File: config.mk
export PLATFORM = sky130hd
export DESIGN_NAME = cli_useq
export DESIGN_NICKNAME = d
export VERILOG_FILES = /design/src/rtl/cli_pkg.sv /design/src/rtl/cli_useq.sv
export SDC_FILE = /design/constraint.sdc
export NUM_CORES = 1
export LEC_CHECK = 0
export BUFFER_PORTS_ARGS = -buffer_cell sky130_fd_sc_hd__buf_2
export CORE_MARGIN = 5
export CORE_UTILIZATION = 48
export CTS_BUF_LIST = sky130_fd_sc_hd__clkbuf_4 sky130_fd_sc_hd__clkbuf_8
export DETAILED_ROUTE_END_ITERATION = 10
export GPL_ROUTABILITY_DRIVEN = 0
export GPL_TIMING_DRIVEN = 0
export PLACE_DENSITY = 0.79
export SYNTH_ARGS = -nofsm -noshare
export SYNTH_HDL_FRONTEND = slang
export SYNTH_SLANG_ARGS = --single-unit
File: constraint.sdc
create_clock -name clk -period 2.6 [get_ports clk]
set_clock_uncertainty 0.2 [all_clocks]
set_input_delay 0.39 -clock clk [delete_from_list [all_inputs] [get_ports clk]]
set_output_delay 0.39 -clock clk [all_outputs]
set_load 0.03 [all_outputs]
File: src/rtl/cli_pkg.sv
package cli_pkg;

    localparam int CHAR_W  = 8;
    localparam int IDX_W   = 4;
    localparam int ARG_W   = 16;
    localparam int UPC_W   = 5;
    localparam int POS_W   = 3;
    localparam int ERR_LEN = 15;
    localparam int ERR_K_W = 4;
    localparam int NUM_CMDS = 11;
    localparam int APB_AW  = 3;
    localparam int APB_DW  = 32;

    localparam logic [APB_AW-1:0] REG_MODE_ADDR = 3'h0;

    localparam logic [CHAR_W-1:0] CH_CR    = 8'h0D;
    localparam logic [CHAR_W-1:0] CH_LF    = 8'h0A;
    localparam logic [CHAR_W-1:0] CH_ESC   = 8'h1B;
    localparam logic [CHAR_W-1:0] CH_CAN   = 8'h18;
    localparam logic [CHAR_W-1:0] CH_GT    = 8'h3E;
    localparam logic [CHAR_W-1:0] CH_SPACE = 8'h20;
    localparam logic [CHAR_W-1:0] CH_TILDE = 8'h7E;

    // two-letter command names, index order
    localparam logic [2*CHAR_W-1:0] CMD_ROM [NUM_CMDS] = '{
        16'h4C53, 16'h564E, 16'h454E, 16'h4144, 16'h4441, 16'h4348,
        16'h4750, 16'h4454, 16'h5743, 16'h5452, 16'h5458
    };

    // "! Command Error"
    localparam logic [CHAR_W-1:0] ERR_TEXT [ERR_LEN] = '{
        8'h21, 8'h20, 8'h43, 8'h6F, 8'h6D, 8'h6D, 8'h61, 8'h6E,
        8'h64, 8'h20, 8'h45, 8'h72, 8'h72, 8'h6F, 8'h72
    };

    typedef logic [UPC_W-1:0] upc_t;

    typedef enum logic [2:0] {
        OP_WAIT,
        OP_NOP,
        OP_JNI,
        OP_JNM,
        OP_EMIT,
        OP_ERR,
        OP_DISP,
        OP_STORE
    } op_t;

    typedef enum logic [1:0] {
        SEL_RX,
        SEL_CR,
        SEL_LF,
        SEL_GT
    } csel_t;

    typedef struct packed {
        op_t              op;
        upc_t             nxt;
        csel_t            csel;
        logic             last;
        logic             rd_en;
        logic [POS_W-1:0] rd_pos;
        logic             cap_c1;
        logic             cap_c2;
        logic             lookup;
        logic             acc_clr;
        logic             dig_hex;
        logic             dig_dec;
        logic             clr;
    } ucw_t;

    typedef struct packed {
        ucw_t w;
        logic go;
        logic take;
    } ctl_t;

    typedef struct packed {
        logic out_free;
        logic match;
        logic err_done;
        logic line_empty;
    } sts_t;

    // program entry points
    localparam upc_t L_IDLE    = 5'd0;
    localparam upc_t L_PRINT   = 5'd1;
    localparam upc_t L_ESC     = 5'd4;
    localparam upc_t L_PROMPT  = 5'd5;
    localparam upc_t L_RUN     = 5'd8;
    localparam upc_t L_TEST    = 5'd16;
    localparam upc_t L_DISP    = 5'd20;
    localparam upc_t L_NOMATCH = 5'd21;
    localparam upc_t L_TAIL    = 5'd25;

    function automatic ucw_t ucode_rom(input upc_t pc);
        ucw_t w;
        w      = '0;
        w.op   = OP_WAIT;
        w.nxt  = L_IDLE;
        w.csel = SEL_RX;
        case (pc)
            L_PRINT:      begin w.op = OP_STORE; w.nxt = L_PRINT + 5'd1; end
            L_PRINT + 1:  begin w.op = OP_JNI;   w.nxt = L_IDLE; end
            L_PRINT + 2:  begin w.op = OP_EMIT;  w.csel = SEL_RX; w.last = 1'b1; end
            L_ESC:        begin w.op = OP_NOP;   w.clr = 1'b1; w.nxt = L_PROMPT; end
            L_PROMPT:     begin w.op = OP_EMIT;  w.csel = SEL_CR; w.nxt = L_PROMPT + 5'd1; end
            L_PROMPT + 1: begin w.op = OP_EMIT;  w.csel = SEL_LF; w.nxt = L_PROMPT + 5'd2; end
            L_PROMPT + 2: begin w.op = OP_EMIT;  w.csel = SEL_GT; w.last = 1'b1; end
            L_RUN:
            begin
                w.op = OP_NOP; w.rd_en = 1'b1; w.rd_pos = 3'd0; w.nxt = L_RUN + 5'd1;
            end
            L_RUN + 1:
            begin
                w.op = OP_NOP; w.rd_en = 1'b1; w.rd_pos = 3'd1; w.cap_c1 = 1'b1;
                w.nxt = L_RUN + 5'd2;
            end
            L_RUN + 2:
            begin
                w.op = OP_NOP; w.rd_en = 1'b1; w.rd_pos = 3'd3; w.cap_c2 = 1'b1;
                w.acc_clr = 1'b1; w.nxt = L_RUN + 5'd3;
            end
            L_RUN + 3:
            begin
                w.op = OP_NOP; w.rd_en = 1'b1; w.rd_pos = 3'd4; w.lookup = 1'b1;
                w.dig_hex = 1'b1; w.dig_dec = 1'b1; w.nxt = L_RUN + 5'd4;
            end
            L_RUN + 4:
            begin
                w.op = OP_NOP; w.rd_en = 1'b1; w.rd_pos = 3'd5;
                w.dig_hex = 1'b1; w.dig_dec = 1'b1; w.nxt = L_RUN + 5'd5;
            end
            L_RUN + 5:
            begin
                w.op = OP_NOP; w.rd_en = 1'b1; w.rd_pos = 3'd6;
                w.dig_hex = 1'b1; w.dig_dec = 1'b1; w.nxt = L_RUN + 5'd6;
            end
            L_RUN + 6:
            begin
                w.op = OP_NOP; w.rd_en = 1'b1; w.rd_pos = 3'd7;
                w.dig_hex = 1'b1; w.dig_dec = 1'b1; w.nxt = L_RUN + 5'd7;
            end
            L_RUN + 7:    begin w.op = OP_NOP; w.dig_dec = 1'b1; w.nxt = L_TEST; end
            L_TEST:       begin w.op = OP_JNM;  w.nxt = L_NOMATCH; end
            L_TEST + 1:   begin w.op = OP_JNI;  w.nxt = L_DISP; end
            L_TEST + 2:   begin w.op = OP_EMIT; w.csel = SEL_CR; w.nxt = L_TEST + 5'd3; end
            L_TEST + 3:   begin w.op = OP_EMIT; w.csel = SEL_LF; w.nxt = L_DISP; end
            L_DISP:       begin w.op = OP_DISP; w.nxt = L_TAIL; end
            L_NOMATCH:    begin w.op = OP_JNI;  w.nxt = L_TAIL; end
            L_NOMATCH + 1:
            begin
                w.op = OP_EMIT; w.csel = SEL_CR; w.nxt = L_NOMATCH + 5'd2;
            end
            L_NOMATCH + 2:
            begin
                w.op = OP_EMIT; w.csel = SEL_LF; w.nxt = L_NOMATCH + 5'd3;
            end
            L_NOMATCH + 3: begin w.op = OP_ERR; w.nxt = L_TAIL; end
            L_TAIL:        begin w.op = OP_NOP; w.clr = 1'b1; w.nxt = L_PROMPT; end
            default: ;
        endcase
        return w;
    endfunction

    function automatic logic [IDX_W:0] cmd_lookup(input logic [CHAR_W-1:0] c1,
                                                  input logic [CHAR_W-1:0] c2);
        logic [IDX_W:0] r;
        r = '0;
        for (int n = NUM_CMDS - 1; n >= 0; n--)
        begin
            if (CMD_ROM[n] == {c1, c2})
            begin
                r = {1'b1, IDX_W'(n)};
            end
        end
        return r;
    endfunction

    function automatic logic [CHAR_W-1:0] upcase(input logic [CHAR_W-1:0] c);
        if (c inside {[8'h61:8'h7A]})
        begin
            return c - 8'h20;
        end
        return c;
    endfunction

    function automatic logic is_digit(input logic [CHAR_W-1:0] c);
        return c inside {[8'h30:8'h39]};
    endfunction

    // {valid, nibble}
    function automatic logic [4:0] hex_val(input logic [CHAR_W-1:0] c);
        if (c inside {[8'h30:8'h39]})
        begin
            return {1'b1, c[3:0]};
        end
        if (c inside {[8'h41:8'h46], [8'h61:8'h66]})
        begin
            return {1'b1, c[3:0] + 4'd9};
        end
        return 5'b0;
    endfunction

endpackage

File: src/rtl/cli_useq.sv
module cli_useq
    import cli_pkg::*;
(
    input  logic              clk,
    input  logic              rst_n,
    input  logic              mode,
    input  logic              in_valid,
    input  logic [CHAR_W-1:0] rx_char,
    output logic              in_ready,
    input  sts_t              sts,
    output ctl_t              ctl
);

    upc_t pc_reg;
    upc_t pc_next;
    ucw_t w;

    assign w = ucode_rom(pc_reg);

    always_comb
    begin
        pc_next  = pc_reg;
        in_ready = 1'b0;
        ctl.w    = w;
        ctl.go   = 1'b0;
        ctl.take = 1'b0;
        case (w.op)
            OP_WAIT:
            begin
                in_ready = 1'b1;
                ctl.take = in_valid;
                if (in_valid)
                begin
                    // entry point chosen by the class of the received byte
                    if (rx_char == CH_CR)
                    begin
                        pc_next = sts.line_empty ? L_PROMPT : L_RUN;
                    end
                    else if (rx_char inside {[CH_SPACE:CH_TILDE]})
                    begin
                        pc_next = L_PRINT;
                    end
                    else if (rx_char == CH_ESC || rx_char == CH_CAN)
                    begin
                        pc_next = L_ESC;
                    end
                end
            end
            OP_NOP, OP_STORE:
            begin
                ctl.go  = 1'b1;
                pc_next = w.nxt;
            end
            OP_JNI:
            begin
                ctl.go  = 1'b1;
                pc_next = mode ? pc_reg + upc_t'(1) : w.nxt;
            end
            OP_JNM:
            begin
                ctl.go  = 1'b1;
                pc_next = sts.match ? pc_reg + upc_t'(1) : w.nxt;
            end
            OP_EMIT, OP_DISP:
            begin
                ctl.go = sts.out_free;
                if (sts.out_free)
                begin
                    pc_next = w.nxt;
                end
            end
            OP_ERR:
            begin
                ctl.go = sts.out_free;
                if (sts.out_free && sts.err_done)
                begin
                    pc_next = w.nxt;
                end
            end
            default:
            begin
                pc_next = L_IDLE;
            end
        endcase
    end

    always_ff @(posedge clk or negedge rst_n)
    begin
        if (!rst_n)
        begin
            pc_reg <= L_IDLE;
        end
        else
        begin
            pc_reg <= pc_next;
        end
    end

endmodule

==> impl_metrics.ini <==
[setup_path]
worst-path-max-fanout = 8
setup.worst_path.class = flip-flop to output pin
worst_ep_required_time_ns = 2.01
ff2ff_setup_slack_ns = -0.17
critPathLaunchType = flip-flop
depth_of_the_most_critical_reg_to_reg_path = 11
reg_to_reg_start = pc_reg[0]
crit-reg2reg-capture = pc_reg[0]
crit_path_end_kind = output pin
worst-endpoint-arrival_ns = 2.29

[power]
switching_share = 0.542
leakagePower_nw = 0.977
power_switching_mw = 1.87
internal_power_mw = 1.58
p_clk_frac = 0.031
seq_power_share = 0.045
worst_ir_drop_vdd_mv = 1.59
powerDensity_nw_per_um2 = 1560
combinationalPowerShare = 0.924

[flow_run]
drv_cap = 0

[final_layout]
insertedDiodeCount = 0
layout-area-overhead-vs-synth_pct = 75.9
final_core_density = 0.890
post_route_cells_drive_above_1_share = 0.557
nNetsFinal = 284
largest_reg_flops = 5

[floorplan]
die_height_um = 61.1
die_width_um = 61.1
initial_utilization = 0.506
design.die.area_um2 = 3730
io_pins = 41
rows = 18
floorplan.core_area_um2 = 2480

[synthesis]
syn_area_um2 = 1250
synth_area_in_simple_gates = 0.304
synth_compound_area_frac = 0.391
synth_nets = 202
postSynthCellCount = 181
async_flop_share = 1.00
largest_family_of_logic_cells_by_synthesized_area = compound AO/OA/AOI/OAI gates
postSynth.topFlopCell = dfrtp_1
post_synth_xor_area_fraction = 0.0210
sequential_cell_area_fraction_in_the_yosys_report = 0.0998
post_synth_mux_area_share = 0.0160
ys_warn_count = 0
synth_edf_count = 0
cell_variety_after_synth = 64
post_synth_fa_ha_maj_area_fraction = 0.0499
post_synth.cell_area_avg_um2 = 6.93
ys_seq_elements = 5

[timing]
fmaxAchievable_mhz = 347
post-route-worst-setup-slack_ns = -0.281
final_period_demand_of_the_worst_path_ns = 2.88
rsz_0062_raised_after_global_routing = true
endpoints_failing_hold = 0
tightestPinTransition_ns = 0.507
final-max-slew-violation-count = 0
finalSetupViolCount = 16
post-route-period-util = 1.11
fin_tns_setup_ns = -1.73
worst_slew_margin_rel = 0.657

[grt]
wire_length_of_the_first_global_routing_pass_um = 8070
global_route.overflow_total = 0
track_usage = 0.288
grt_pass1_vias = 1721
grt_antenna_before_repair = 0
largest_net_degree_at_the_start_of_global_routing = 11

[drt]
detail_route.wl_per_cell_um = 22.1
antenna_left = 0
wl_um = 6440
drc = 0
first_pass_iters = 5
detail_route.iter0.violations = 294
vias = 2025
via_per_inst = 6.93

[status]
outcome = complete, but fails checks
violations_in_the_final_reports = negative setup slack

[clocking]
cts_root_buf = clkbuf_4
cts_tree = built
htree_levels = 1
insertion_delay_ns = 0.26
max-clock-path-buffers = 2
clk_pin_slew_worst_paths_ns = 0.05
cts_made_buffers = 3
cts_num_sinks = 5

[worst_hold_path]
worst_hold_path_type = input port to async pin

[placed_design]
preCtsSetupSlack_ns = -0.265
numPortBuffers = 40
hpwl_um = 3170
==> layout make-up <==
cell class,instances,area [um2]
fillers,111,272
plain buffers,12,120
well taps,30,37.5
multi-input cells,146,1250
repair buffers,77,567
clock buffers,4,30.0
inverters,18,76.3
flip-flops and latches,5,129
==> per-stage QoR <==
stage / std cells / hold slack [ns] / power (mW) / cell area [um2]
final: 292 / 0.326 / 3.45 / 2210
after detailed placement: 251 / 0.00410 / 2.04 / 1540
after floorplan: 181 / -0.106 / 1.62 / 1300
after global placement: 251 / 0.00440 / 2.03 / 1540
after CTS: 280 / 0.270 / 2.86 / 2000
after global routing: 292 / 0.325 / 3.58 / 2210
==> power groups by stage <==
stage,registers (mW),logic (mW),clock network [mW]
after global placement,0.151,1.88,0
final,0.155,3.19,0.108
after floorplan,0.137,1.48,0
after global routing,0.156,3.31,0.116
after CTS,0.149,2.61,0.107
after detailed placement,0.151,1.89,0
==> synth_stat cells, drive strengths merged, types with 3 or more instances <==
cell type,instances,area [um2]
inv,18,67.6
o21ai,17,85.1
a21oi,16,83.8
nor2,16,72.6
nand2,13,48.8
buf,10,72.6
nor2b,6,37.5
nor3,6,35.0
a311oi,5,56.3
dfrtp,5,125
ha,5,62.6
nand2b,4,32.5
nand3,4,20.0
a21boi,3,22.5
nor4,3,18.8
o31ai,3,22.5
==> kinds of logic (layout without fill, tap and decap cells) <==
logic type,Yosys count,count (layout)
fa+ha+maj,5,5
xor+xnor,3,3
flops,5,5
mux,2,2
simple gates,68,68
compound gates,68,68
buf+inv,30,111
==> layer usage <==
metal / GRT usage / vias to the layer above / wire (um)
met5: 0 / - / 0
met4: 0.0991 / 0 / 397
met3: 0.0398 / 67 / 747
met2: 0.508 / 200 / 3030
met1: 0.357 / 928 / 2270
li1: - / 830 / -
==> worst max-delay path by stage <==
stage	endpoint	depth (start not counted)	from	slack [ns]
2_1_floorplan	ctl[0]	7	pc_reg[2]	-0.22
3_3_place_gp	pc_reg[0]	11	pc_reg[2]	-0.25
3_5_place_dp	pc_reg[0]	10	pc_reg[0]	-0.26
4_1_cts	ctl[1]	9	pc_reg[1]	-0.12
5_1_grt	ctl[16]	9	pc_reg[1]	-0.34
6_report	ctl[18]	8	pc_reg[0]	-0.28
==> critical path: stages, from the launching register on <==
cell     delay (ns)
dfrtp_2        0.47
buf_6          0.15
ha_4           0.18
buf_8          0.15
buf_4          0.14
a21oi_1        0.20
o31ai_1        0.13
or3b_4         0.41
buf_2          0.20
==> what timing repair did <==
| action | CTS | global route |
|---|---|---|
| setup endpoints to repair | 16 | 17 |
| buffers inserted | 24 | 12 |
| gates resized for setup | 59 | 33 |
| hold endpoints to repair | 5 | 0 |
| pin swaps | 19 | 14 |
| hold buffers | 1 | 0 |
==> placed cells by master (no fill, tap or decap), types with 2 or more instances in the layout <==
cell	count
a211o_1	2
a21boi_0	2
a21oi_1	14
a311oi_4	3
buf_2	32
buf_4	35
buf_6	17
clkbuf_4	4
clkbuf_8	2
dfrtp_1	2
dfrtp_2	3
ha_4	4
inv_1	10
inv_2	5
inv_4	2
mux2i_1	2
nand2_1	11
nand2b_1	3
nand3_1	4
nand3b_1	2
nand4_1	2
nor2_1	9
nor2_2	4
nor2_4	3
nor2b_1	6
nor3_1	5
nor4_1	2
o21ai_0	8
o21ai_1	4
o21ai_2	5
o221a_2	2
o31ai_2	2
xnor2_1	2
No activity file was read; power rests on OpenSTA's default activity.
